`src/design/rlcs_pkg.sv`:
```
`timescale 1ns / 1ps
package rlcs_pkg;

  localparam int NUM_PIXELS_DEF = 64;
  localparam int IDX_W = 6;
  localparam int COLOR_W = 8;
  localparam int CFG_W = 8;
  localparam int CFG_IDX_W = 2;
  localparam int PIXEL_W = 3 * COLOR_W;
  localparam int BIT_CNT_W = 5;
  localparam logic [BIT_CNT_W-1:0] LAST_BIT = BIT_CNT_W'(PIXEL_W - 1);

  localparam logic [CFG_W-1:0] ONE_HIGH_RST = 8'd8;
  localparam logic [CFG_W-1:0] ONE_LOW_RST = 8'd4;
  localparam logic [CFG_W-1:0] ZERO_HIGH_RST = 8'd3;
  localparam logic [CFG_W-1:0] ZERO_LOW_RST = 8'd10;

  typedef enum logic [1:0] {
    OP_TICK  = 2'd0,
    OP_WRITE = 2'd1,
    OP_READ  = 2'd2,
    OP_START = 2'd3
  } op_t;

  typedef enum logic [CFG_IDX_W-1:0] {
    CFG_ONE_HIGH  = 2'd0,
    CFG_ONE_LOW   = 2'd1,
    CFG_ZERO_HIGH = 2'd2,
    CFG_ZERO_LOW  = 2'd3
  } cfg_idx_t;

  typedef enum logic [1:0] {
    BK_CLEAR,
    BK_RUN,
    BK_FETCH,
    BK_READ
  } bk_state_t;

  typedef struct packed {
    op_t                op;
    logic [IDX_W-1:0]   idx;
    logic [PIXEL_W-1:0] rgb;
  } cmd_t;

  typedef struct packed {
    logic valid;
    cmd_t cmd;
  } q_head_t;

  typedef struct packed {
    logic pop;
    logic clearing;
  } bk_status_t;

endpackage

```
`src/design/rlcs_front.sv`:
```
`timescale 1ns / 1ps
module rlcs_front #(
  parameter int NUM_PIXELS = rlcs_pkg::NUM_PIXELS_DEF
) (
  input  logic                          clk,
  input  logic                          rst,
  input  logic                          start,
  output logic                          busy,
  input  logic [1:0]                    op,
  input  logic [rlcs_pkg::IDX_W-1:0]    pixel_index,
  input  logic [rlcs_pkg::COLOR_W-1:0]  green_in,
  input  logic [rlcs_pkg::COLOR_W-1:0]  red_in,
  input  logic [rlcs_pkg::COLOR_W-1:0]  blue_in,
  input  rlcs_pkg::bk_status_t          status,
  output rlcs_pkg::q_head_t             head
);
  import rlcs_pkg::*;

  cmd_t        q [2];
  logic        wr_ptr;
  logic        rd_ptr;
  logic [1:0]  count;
  logic [1:0]  count_next;
  logic        push;
  logic        pop;
  cmd_t        cmd_in;

  // out-of-range pixels fold onto pixel 0
  always_comb begin
    cmd_in.op = op_t'(op);
    cmd_in.idx = (32'(pixel_index) < 32'(NUM_PIXELS)) ? pixel_index : '0;
    cmd_in.rgb = {green_in, red_in, blue_in};
  end

  assign busy = (count == 2'd2) || status.clearing;
  assign push = start && !busy;
  assign pop = status.pop && (count != 2'd0);

  always_comb begin
    count_next = count;
    if (push && !pop) begin
      count_next = count + 2'd1;
    end else if (pop && !push) begin
      count_next = count - 2'd1;
    end
  end

  always_ff @(posedge clk) begin
    if (rst) begin
      wr_ptr <= 1'b0;
      rd_ptr <= 1'b0;
      count <= '0;
    end else begin
      count <= count_next;
      if (push) begin
        wr_ptr <= !wr_ptr;
      end
      if (pop) begin
        rd_ptr <= !rd_ptr;
      end
    end
  end

  always_ff @(posedge clk) begin
    if (push) begin
      q[wr_ptr] <= cmd_in;
    end
  end

  assign head.valid = (count != 2'd0);
  assign head.cmd = q[rd_ptr];

endmodule

```
`src/design/rlcs_back.sv`:
```
`timescale 1ns / 1ps
module rlcs_back #(
  parameter int NUM_PIXELS = rlcs_pkg::NUM_PIXELS_DEF
) (
  input  logic                           clk,
  input  logic                           rst,
  input  logic                           cfg_we,
  input  logic [rlcs_pkg::CFG_IDX_W-1:0] cfg_index,
  input  logic [rlcs_pkg::CFG_W-1:0]     cfg_data,
  input  rlcs_pkg::q_head_t              head,
  output rlcs_pkg::bk_status_t           status,
  output logic                           done,
  output logic                           line_level,
  output logic [rlcs_pkg::COLOR_W-1:0]   green_out,
  output logic [rlcs_pkg::COLOR_W-1:0]   red_out,
  output logic [rlcs_pkg::COLOR_W-1:0]   blue_out,
  output logic                           busy_res,
  output logic                           rejected
);
  import rlcs_pkg::*;

  localparam int AW = (NUM_PIXELS > 1) ? $clog2(NUM_PIXELS) : 1;
  localparam logic [AW-1:0] LAST_PIXEL = AW'(NUM_PIXELS - 1);

  logic [PIXEL_W-1:0] mem [NUM_PIXELS];
  logic               mem_we;
  logic [AW-1:0]      mem_wa;
  logic [PIXEL_W-1:0] mem_wd;
  logic [AW-1:0]      mem_ra;
  logic [PIXEL_W-1:0] rd_data;

  bk_state_t state;
  bk_state_t state_next;

  logic [CFG_W-1:0] one_high;
  logic [CFG_W-1:0] one_low;
  logic [CFG_W-1:0] zero_high;
  logic [CFG_W-1:0] zero_low;

  logic [AW-1:0]        clr_cnt;
  logic [AW-1:0]        clr_cnt_next;
  logic                 refreshing;
  logic                 refreshing_next;
  logic [AW-1:0]        pixel_counter;
  logic [AW-1:0]        pixel_counter_next;
  logic [BIT_CNT_W-1:0] bit_counter;
  logic [BIT_CNT_W-1:0] bit_counter_next;
  logic [PIXEL_W-1:0]   shift_word;
  logic [PIXEL_W-1:0]   shift_word_next;
  logic                 high_phase;
  logic                 high_phase_next;
  logic [CFG_W-1:0]     tick_counter;
  logic [CFG_W-1:0]     tick_counter_next;

  logic                 done_next;
  logic                 level_next;
  logic [PIXEL_W-1:0]   color_next;
  logic                 busy_res_next;
  logic                 rejected_next;

  logic                 cur_bit;
  logic [CFG_W-1:0]     limit_reg;
  logic [CFG_W:0]       limit;
  logic [CFG_W:0]       tick_inc;
  logic                 phase_done;
  logic [AW-1:0]        head_addr;
  logic                 level_now;

  assign head_addr = AW'({{AW{1'b0}}, head.cmd.idx});
  assign level_now = refreshing && high_phase;

  // a zero register means a full span of 256 ticks
  assign cur_bit = shift_word[PIXEL_W-1];
  always_comb begin
    if (high_phase) begin
      limit_reg = cur_bit ? one_high : zero_high;
    end else begin
      limit_reg = cur_bit ? one_low : zero_low;
    end
  end
  assign limit = {(limit_reg == '0), limit_reg};
  assign tick_inc = {1'b0, tick_counter} + (CFG_W+1)'(1);
  assign phase_done = !(tick_inc < limit);

  always_comb begin
    state_next = state;
    clr_cnt_next = clr_cnt;
    refreshing_next = refreshing;
    pixel_counter_next = pixel_counter;
    bit_counter_next = bit_counter;
    shift_word_next = shift_word;
    high_phase_next = high_phase;
    tick_counter_next = tick_counter;
    mem_we = 1'b0;
    mem_wa = head_addr;
    mem_wd = head.cmd.rgb;
    mem_ra = head_addr;
    status.pop = 1'b0;
    status.clearing = (state == BK_CLEAR);
    done_next = 1'b0;
    level_next = 1'b0;
    color_next = '0;
    busy_res_next = 1'b0;
    rejected_next = 1'b0;
    unique case (state)
      BK_CLEAR: begin
        mem_we = 1'b1;
        mem_wa = clr_cnt;
        mem_wd = '0;
        clr_cnt_next = clr_cnt + AW'(1);
        if (clr_cnt == LAST_PIXEL) begin
          state_next = BK_RUN;
        end
      end
      BK_FETCH: begin
        shift_word_next = rd_data;
        state_next = BK_RUN;
      end
      BK_READ: begin
        done_next = 1'b1;
        level_next = level_now;
        color_next = rd_data;
        busy_res_next = refreshing;
      end
      BK_RUN: begin
        if (head.valid) begin
          status.pop = 1'b1;
          level_next = level_now;
          done_next = 1'b1;
          unique case (head.cmd.op)
            OP_TICK: begin
              if (refreshing) begin
                if (!phase_done) begin
                  tick_counter_next = tick_inc[CFG_W-1:0];
                end else begin
                  tick_counter_next = '0;
                  if (high_phase) begin
                    high_phase_next = 1'b0;
                  end else begin
                    high_phase_next = 1'b1;
                    if (bit_counter != LAST_BIT) begin
                      bit_counter_next = bit_counter + BIT_CNT_W'(1);
                      shift_word_next = {shift_word[PIXEL_W-2:0], 1'b0};
                    end else begin
                      bit_counter_next = '0;
                      if (pixel_counter != LAST_PIXEL) begin
                        pixel_counter_next = pixel_counter + AW'(1);
                        mem_ra = pixel_counter + AW'(1);
                        state_next = BK_FETCH;
                      end else begin
                        pixel_counter_next = '0;
                        shift_word_next = '0;
                        refreshing_next = 1'b0;
                      end
                    end
                  end
                end
              end
            end
            OP_WRITE: begin
              if (refreshing) begin
                rejected_next = 1'b1;
              end else begin
                mem_we = 1'b1;
              end
            end
            OP_READ: begin
              done_next = 1'b0;
              level_next = 1'b0;
              state_next = BK_READ;
            end
            OP_START: begin
              if (refreshing) begin
                rejected_next = 1'b1;
              end else begin
                refreshing_next = 1'b1;
                pixel_counter_next = '0;
                bit_counter_next = '0;
                high_phase_next = 1'b1;
                tick_counter_next = '0;
                mem_ra = '0;
                state_next = BK_FETCH;
              end
            end
          endcase
          busy_res_next = done_next && refreshing_next;
        end
      end
    endcase
    if (state == BK_READ) begin
      state_next = BK_RUN;
    end
  end

  always_ff @(posedge clk) begin
    if (mem_we) begin
      mem[mem_wa] <= mem_wd;
    end
    rd_data <= mem[mem_ra];
  end

  always_ff @(posedge clk) begin
    if (rst) begin
      one_high <= ONE_HIGH_RST;
      one_low <= ONE_LOW_RST;
      zero_high <= ZERO_HIGH_RST;
      zero_low <= ZERO_LOW_RST;
    end else if (cfg_we) begin
      unique case (cfg_idx_t'(cfg_index))
        CFG_ONE_HIGH:  one_high <= cfg_data;
        CFG_ONE_LOW:   one_low <= cfg_data;
        CFG_ZERO_HIGH: zero_high <= cfg_data;
        CFG_ZERO_LOW:  zero_low <= cfg_data;
      endcase
    end
  end

  always_ff @(posedge clk) begin
    if (rst) begin
      state <= BK_CLEAR;
      clr_cnt <= '0;
      refreshing <= 1'b0;
      pixel_counter <= '0;
      bit_counter <= '0;
      shift_word <= '0;
      high_phase <= 1'b1;
      tick_counter <= '0;
      done <= 1'b0;
      line_level <= 1'b0;
      green_out <= '0;
      red_out <= '0;
      blue_out <= '0;
      busy_res <= 1'b0;
      rejected <= 1'b0;
    end else begin
      state <= state_next;
      clr_cnt <= clr_cnt_next;
      refreshing <= refreshing_next;
      pixel_counter <= pixel_counter_next;
      bit_counter <= bit_counter_next;
      shift_word <= shift_word_next;
      high_phase <= high_phase_next;
      tick_counter <= tick_counter_next;
      done <= done_next;
      line_level <= level_next;
      green_out <= color_next[PIXEL_W-1 -: COLOR_W];
      red_out <= color_next[COLOR_W +: COLOR_W];
      blue_out <= color_next[COLOR_W-1:0];
      busy_res <= busy_res_next;
      rejected <= rejected_next;
    end
  end

endmodule

```
`src/design/rgb_led_chain_serializer.sv`:
```
`timescale 1ns / 1ps
// rgb led chain serializer: pixel store and pulse-width single-wire line
// requests: present op, pixel_index and colors with start; a request is
//   taken at a clock edge where start is high and busy is low
// results: one per request, shown for one cycle with done high; the
//   receiver cannot stall, so no result is ever held back
// config: cfg_we with cfg_index and cfg_data writes a tick count at once
// throughput: one request per cycle, but the sequencer stalls in an extra state
//   for each read, each accepted start and each tick that moves to the next pixel, set by
//   the single read port of the pixel memory
// a two-entry request queue sits between the front and the sequencer;
//   busy rises when it is full
// reset: tick counts return to 8, 4, 3, 10 and the line goes idle low;
//   the pixel memory is then cleared one pixel a cycle, and busy stays high
//   until every pixel is cleared (config writes are still taken)
module rgb_led_chain_serializer #(
  parameter int NUM_PIXELS = rlcs_pkg::NUM_PIXELS_DEF
) (
  input  logic                           clk,
  input  logic                           rst,
  input  logic                           start,
  output logic                           busy,
  input  logic [1:0]                     op,
  input  logic [rlcs_pkg::IDX_W-1:0]     pixel_index,
  input  logic [rlcs_pkg::COLOR_W-1:0]   green_in,
  input  logic [rlcs_pkg::COLOR_W-1:0]   red_in,
  input  logic [rlcs_pkg::COLOR_W-1:0]   blue_in,
  output logic                           done,
  output logic                           line_level,
  output logic [rlcs_pkg::COLOR_W-1:0]   green_out,
  output logic [rlcs_pkg::COLOR_W-1:0]   red_out,
  output logic [rlcs_pkg::COLOR_W-1:0]   blue_out,
  output logic                           busy_res,
  output logic                           rejected,
  input  logic                           cfg_we,
  input  logic [rlcs_pkg::CFG_IDX_W-1:0] cfg_index,
  input  logic [rlcs_pkg::CFG_W-1:0]     cfg_data
);
  import rlcs_pkg::*;

  q_head_t    head;
  bk_status_t status;

  rlcs_front #(
    .NUM_PIXELS(NUM_PIXELS)
  ) u_front (
    .clk        (clk),
    .rst        (rst),
    .start      (start),
    .busy       (busy),
    .op         (op),
    .pixel_index(pixel_index),
    .green_in   (green_in),
    .red_in     (red_in),
    .blue_in    (blue_in),
    .status     (status),
    .head       (head)
  );

  rlcs_back #(
    .NUM_PIXELS(NUM_PIXELS)
  ) u_back (
    .clk       (clk),
    .rst       (rst),
    .cfg_we    (cfg_we),
    .cfg_index (cfg_index),
    .cfg_data  (cfg_data),
    .head      (head),
    .status    (status),
    .done      (done),
    .line_level(line_level),
    .green_out (green_out),
    .red_out   (red_out),
    .blue_out  (blue_out),
    .busy_res  (busy_res),
    .rejected  (rejected)
  );

`ifndef SYNTH
  // a rejection only happens mid-refresh and does not end it
  a_reject_busy: assert property (@(posedge clk) disable iff (rst)
    done && rejected |-> busy_res)
    else $error("rejected request outside a refresh");

  // a refresh ends only from a low phase
  a_high_busy: assert property (@(posedge clk) disable iff (rst)
    done && line_level |-> busy_res)
    else $error("line high on the result that ends a refresh");

  // result fields stay quiet between results
  a_quiet: assert property (@(posedge clk) disable iff (rst)
    !done |-> !line_level && !rejected && !busy_res)
    else $error("result fields active without done");
`endif

endmodule

```
`config.mk`:
```
export PLATFORM = sky130hd
export DESIGN_NAME = rgb_led_chain_serializer
export DESIGN_NICKNAME = d
export VERILOG_FILES = /design/src/design/rlcs_pkg.sv /design/src/design/rlcs_front.sv /design/src/design/rlcs_back.sv /design/src/design/rgb_led_chain_serializer.sv
export SDC_FILE = /design/constraint.sdc
export NUM_CORES = 2
export LEC_CHECK = 0
export BUFFER_PORTS_ARGS = -buffer_cell sky130_fd_sc_hd__buf_2
export CAP_MARGIN = 5
export CELL_PAD_IN_SITES_DETAIL_PLACEMENT = 1
export CELL_PAD_IN_SITES_GLOBAL_PLACEMENT = 1
export CORE_MARGIN = 2
export CORE_UTILIZATION = 50
export CTS_BUF_LIST = sky130_fd_sc_hd__clkbuf_4
export DETAILED_ROUTE_END_ITERATION = 10
export PLACE_DENSITY_LB_ADDON = 0.1
export SYNTH_ARGS = -nofsm -noshare
export SYNTH_HDL_FRONTEND = slang
export SYNTH_SLANG_ARGS = --single-unit
```
`constraint.sdc`:
```
create_clock -name clk -period 16.3 [get_ports clk]
set_clock_uncertainty 0.1 [all_clocks]
set_input_delay 2.445 -clock clk [delete_from_list [all_inputs] [get_ports clk]]
set_output_delay 2.445 -clock clk [all_outputs]
set_load 0.05 [all_outputs]
```
======== Yosys cells after proc, flatten, opt, wreduce, memory -nomap -nowiden ========
Memory sizes are Yosys's and may differ from the RTL's. A register that Yosys moved wholly into a read port is not among the register bits.
Cells that the tools add are included.
storage, ports and cells
  bits in registers ....................... 117
  bits in writable memories ............... 1600
  output and inout port bits .............. 29
  memories kept ........................... 2
memory list
  name        depth  bits a word  rd ports  clocked after Yosys merged registers in  write ports  line              RTL
  u_back.mem  64     24           1         1                                        1            rlcs_back.sv:25   logic [PIXEL_W-1:0] mem [NUM_PIXELS];
  u_front.q   2      32           1         1                                        1            rlcs_front.sv:19  cmd_t q [2];
operators by class
  bitwise logic cells ..................... 4
  $add $sub $neg .......................... 6
  $lt $le $gt $ge ......................... 1
  equal/unequal tests ..................... 41
  multiplexer cells ....................... 88
  reductions and logical operators ........ 38
operators with widths
  kind                   count
  $mux W24               8
  $mux W6                15
  $mux W8                6
  $pmux W24 S2           1
  $mux W1                31
  $mux W5                5
  $pmux W6 S2            2
  $mux W2                10
  $reduce_and A10 Y1     2
  $ne A2 B2 Y1 const B   8
  $ne A4 B4 Y1 const B   4
  $pmux W8 S2            1
  $eq A2 B2 Y1 const B   7
  $reduce_and A7 Y1      2
  $add A6 B1 Y6 const B  2
  $ne A3 B2 Y1 const B   4
  $ne A3 B3 Y1 const B   4
  $pmux W1 S2            6
  $pmux W2 S3            2
  $pmux W5 S2            1
  $reduce_and A2 Y1      5
  $add A8 B1 Y9 const B  1
  $lt A9 B9 Y1           1
  $logic_not A8 Y1       1
  other kinds (25)       49

======== Longest topological paths before layout ========
  word-level depth ........................ 12
  depth in mapped cells ................... 21
  depth with buffers taken out ............ 15

======== By module ========
Synthesis repeated with hierarchy kept, for this count alone.
unflattened totals
  cells, all modules ...................... 4849
  area total of the unflattened synthesis .. 70531.4 sq um
modules (own cells, without submodules)
  module      instances  area each (sq um)  cells an instance
  rlcs_back   1          67986.5            4722
  rlcs_front  1          2544.9             127

======== Worst setup path before layout ========
No wires, ideal clock.
  kind .................................... register -> register
  start ................................... register u_back.high_phase
  end ..................................... register u_back.rd_data[10] (read register of u_back.mem)
  path slack .............................. 10888 ps
  setup time .............................. 134 ps
  cell stages (with the launch flop) ...... 18
  data arrival time ....................... 5178 ps
  data required time ...................... 16066 ps
  cell sequence ........................... dfxtp_1 clkbuf_1 mux4_2 nor4_1 o2111ai_1 ha_1 and4_1 o31a_1 a22o_4 or4_1 buf_4 nand3_2 clkbuf_1 mux2_2 o211a_1 nor4_1 nand4_1 or4_1
on the way
  longest elaborated chain between the ends .. 8
  elaborated cells between the ends (all ways) .. 9
ends and longest elaborated chain
  element                   line              RTL
  start: declaration        rlcs_back.sv:50   logic high_phase;
  start signal: assignment  rlcs_back.sv:242  high_phase <= high_phase_next;
  $mux W8                   rlcs_back.sv:75   if (high_phase) begin
  $logic_not A8 Y1          rlcs_back.sv:81   assign limit = {(limit_reg == '0), limit_reg};
  $lt A9 B9 Y1              rlcs_back.sv:83   assign phase_done = !(tick_inc < limit);
  $mux W6 *                 rlcs_back.sv:133  if (!phase_done) begin
  $mux W6 *                 rlcs_back.sv:132  if (refreshing) begin
  $pmux W6 S2 *             rlcs_back.sv:130  unique case (head.cmd.op)
  $mux W6 *                 rlcs_back.sv:126  if (head.valid) begin
  $mux W6 *                 rlcs_back.sv:105  unique case (state)
  end: declaration          rlcs_back.sv:30   logic [PIXEL_W-1:0] rd_data;
Every way passes the cells marked *; elsewhere a longest branch is shown, timed or not.
A chain may end at the register's enable or synchronous reset.

======== Worst setup path in the final report ========
  start ................................... register u_back.high_phase
  end ..................................... register u_back.rd_data[18] (read register of u_back.mem)
Same word-level chain as after synthesis.

==> run_results.csv <==
group,metric,value,unit
setup_path,arrival,9480,ps
setup_path,crit_path_max_fanout,76,
sta,final-max-slew-violation-count,0,
synth,netlist.area_leader.share,0.689,
synth,synthMuxAreaShare,0.0425,
pwr,p_leak,0.0274,µW
placement,dp_hpwl,125,mm
finish,syn_to_final_growth,12.6,%
floorplanning,core_area,139000,µm²
clocking,cts_setup_buffers,0,
detailed_routing,vias,45900,
clocking,cts_sinks,1742,
synth,synth_top_family_by_area,"compound AO/OA/AOI/OAI gates",
sta,period_needed,8370,ps
synth,synth-async-reset-ratio,0,
setup_path,cp_num_cells,17,
detailed_routing,dr_wl_met3,17.1,mm
synth,synthTopCellsByArea,"edfxtp_1, dfxtp_1, nand2_1, mux2i_1, nand3_1",
grt,grt_pass1_vias,46900,
pwr,power.total,8620,µW
detailed_routing,drt_iter0_drc,5038,
hold_path,worstHoldPathCells,2,
placement,placed_area,72800,µm²
setup_path,max_stage_delay,1010,ps
detailed_routing,postRouteAntennaNets,0,
grt,antenna_found_initial,15,
setup_path,cp_cell_sequence,"mux4_2 -> nor4_1 -> o2111ai_1 -> ha_1 -> nand2_1 -> o21ai_1 -> nor3_1 -> a221oi_4 -> buf_4 -> and2_4 -> buf_4 -> nor4_2 -> buf_4 -> o211a_1 -> nor4_1 -> nand4_1 -> or4_1",
detailed_routing,drc,0,
run,max_cap_violations,0,
finish,final_cell_mix,"edfxtp_1, clkbuf_4, nand2_1, nand3_1, a21oi_1",
synth,yosysUniqueCellTypes,80,
floorplanning,die_w,377,µm
clocking,postCtsResizedCells,0,
synth,yosys.area.top_type,"edfxtp_1",
outcome,outcome,"finished, final reports clean",
pwr,clkPwrFrac,0.430,
pwr,p_int,6770,µW
synth,synth_edf_count,1600,
grt,globalRouteTotalUtil,0.311,
placement,globalplace.congestion,0.831,
clocking,cts_root_buf,"clkbuf_4",
pwr,pwr-share-seq,0.561,
sta,timing.final.setup_violations,0,
setup_path,rr_worst_depth,17,
setup_path,reg2reg_from,"u_back.high_phase$_SDFFE_PP1P_",
setup_path,end_kind,"register",
hold_path,hold_path_class,"reg2reg",
setup_path,crit_required,17410,ps
setup_path,r2r_end,"u_back.rd_data[18]$_DFF_P_",
synth,synth.avg_cell_area,14.4,µm²
sta,max-slew-margin-rel,0.139,
synth,synthCells,4829,
sta,worstMarginPinSlew,1280,ps
synth,synth_nets,4892,
grt,grt_overflow,0,
setup_path,cp_common_cell,"buf_4",
detailed_routing,drtPass1Iterations,6,
detailed_routing,viasPerCell,6.20,
synth,synth_adder_area_share,0.00305,
setup_path,path_class,"reg2reg",
clocking,numCtsBuffers,455,
synth,synth_compound_area_frac,0.107,
setup_path,rrSetupSlack,7930,ps
clocking,htree_levels,5,
finish,fillers,13500,
detailed_routing,wl_per_cell,30.1,µm
floorplanning,die_h,377,µm
clocking,tritoncts,"built",
clocking,hold_buffers,0,
hold_path,min_to,"u_back.zero_low[7]$_SDFFE_PP0P_",
sta,setup_tns,0,ps
setup_path,start_kind,"register",
sta,min_period_over_period,0.513,
grt,grt_start_max_net_pins,181,
grt,grt_pass1_wl,321,mm
setup_path,crit_buf_inv,3,
floorplanning,io_pins,75,
floorplanning,dieArea,142000,µm²
placement,portBuffers,74,
floorplanning,start_util,0.501,
sta,grt_setup_unrepaired,"no",
synth,ys_seq_elements,1742,
sta,max_clock_freq,0.120,GHz
detailed_routing,wl,223,mm
placement,dpl.cell_count,6575,
setup_path,crit_family,"simple AND/OR/NAND/NOR gates",
pwr,peakVddDrop,0.0000629,V
synth,ys_warn_count,0,
pwr,p_sw,1850,µW
hold_path,hold_start,"u_back.zero_low[7]$_SDFFE_PP0P_",
detailed_routing,highest_layer,"met5",
sta,hold_viol_final,0,
setup_path,crit_path_top_delay_cell,"nor4_1",
pwr,p_comb_frac,0.008,
clocking,clk_pin_slew,70,ps
finish,stdcell_count,7402,
synth,synth-simple-area-share,0.0865,
clocking,cts_max_path_buffers,4,
clocking,clk_latency,1380,ps
sta,holdWs,360,ps
pwr,power.density,110,nW/µm²
detailed_routing,routed-wl-met2,107,mm
synth,syn_area,69700,µm²
finish,drive_above_1_share,0.209,
synth,synth-xor-area-share,0.00226,
finish,layout.nets,5220,
finish,finalInstanceArea,78500,µm²
finish,final_common_cell,"edfxtp_1",
pwr,swShare,0.215,
floorplanning,rows,137,
synth,yosysSeqAreaShare,0.730,
detailed_routing,drt-met1-wl,90.9,mm
synth,synth_ff_type,"edfxtp_1",
[per-layer routing]
metal,vias up,global-route usage
met2,1957,0.501
met1,23900,0.418
met4,8,0.128
met3,376,0.0586
li1,19700,-
met5,-,0
[kinds of logic (layout without fill, tap and decap cells)]
group | Yosys count | after routing
flops | 1742 | 1742
simple gates | 1288 | 1288
compound gates | 1002 | 1002
buf+inv | 490 | 1169
mux | 272 | 272
xor+xnor | 18 | 18
fa+ha+maj | 17 | 17
other cells | 0 | 18
[area by class of cell]
type,count,area (µm²),area share
antenna,18,45.0,0.000574
tap,1876,2350,0.0299
timing repair buffer,224,1590,0.0203
inverter,137,514,0.00655
clock inverter,141,631,0.00804
sequential,1742,50900,0.649
clock buffer,667,5010,0.0638
multi-input combinational,2597,17400,0.222
[tightest hold or removal path, delay by kind of cell, from the launching register on]
family          cells  cell delay [ps]
flops               1              310
simple gates        1               50
compound gates      1               50
[through the flow]
step                utilization  worst slack [ps]
global route              0.564              7590
floorplan                     -             10890
CTS                       0.564              7900
global placement          0.523              7320
detailed placement        0.523              7910
finish                    0.564              7930
[power by group through the flow]
| stage | Clock [µW] | Sequential, µW | Combinational (µW) |
|---|---|---|---|
| global placement | 0 | 4940 | 70.9 |
| global route | 4000 | 4840 | 77.0 |
| CTS | 3780 | 4840 | 72.6 |
| finish | 3710 | 4840 | 72.2 |
| detailed placement | 0 | 4940 | 72.2 |
| floorplan | 0 | 4940 | 36.7 |
[cells in the mapped netlist, types with 13 or more instances]
cell,instances
edfxtp_1,1600
nand2_1,489
nand3_1,293
a21oi_1,277
clkbuf_1,221
nor2_1,207
o211ai_1,192
mux2i_1,149
nand4_1,147
dfxtp_1,142
o211a_1,138
inv_1,137
mux2_2,90
a211oi_1,70
a22o_1,69
a22oi_1,59
buf_1,56
buf_2,56
nor4_1,32
and2_1,28
or4_1,26
a32oi_1,25
mux2_1,25
a21boi_0,24
o22ai_1,24
a2bb2oi_1,23
a311oi_1,23
a32o_1,23
ha_1,17
and3_1,15
xor2_1,14
o21ai_0,13
[how the worst max path moves through the flow]
stage,from,to,slack [ps]
floorplan,u_back.high_phase$_SDFFE_PP1P_,u_back.rd_data[10]$_DFF_P_,10890
global placement,u_back.high_phase$_SDFFE_PP1P_,u_back.rd_data[16]$_DFF_P_,7320
detailed placement,u_back.high_phase$_SDFFE_PP1P_,u_back.rd_data[0]$_DFF_P_,7910
CTS,u_back.high_phase$_SDFFE_PP1P_,u_back.rd_data[0]$_DFF_P_,7900
global route,u_back.high_phase$_SDFFE_PP1P_,u_back.rd_data[2]$_DFF_P_,7590
finish,u_back.high_phase$_SDFFE_PP1P_,u_back.rd_data[18]$_DFF_P_,7930
[sequential cells by signal, summed over array words and instances (netlist names), 24 cells and up, named ones only]
name,cells
u_back.rd_data,24
u_back.shift_word,24
u_back.mem,1536
u_front.q,64
(Power assumes the default switching activity.)
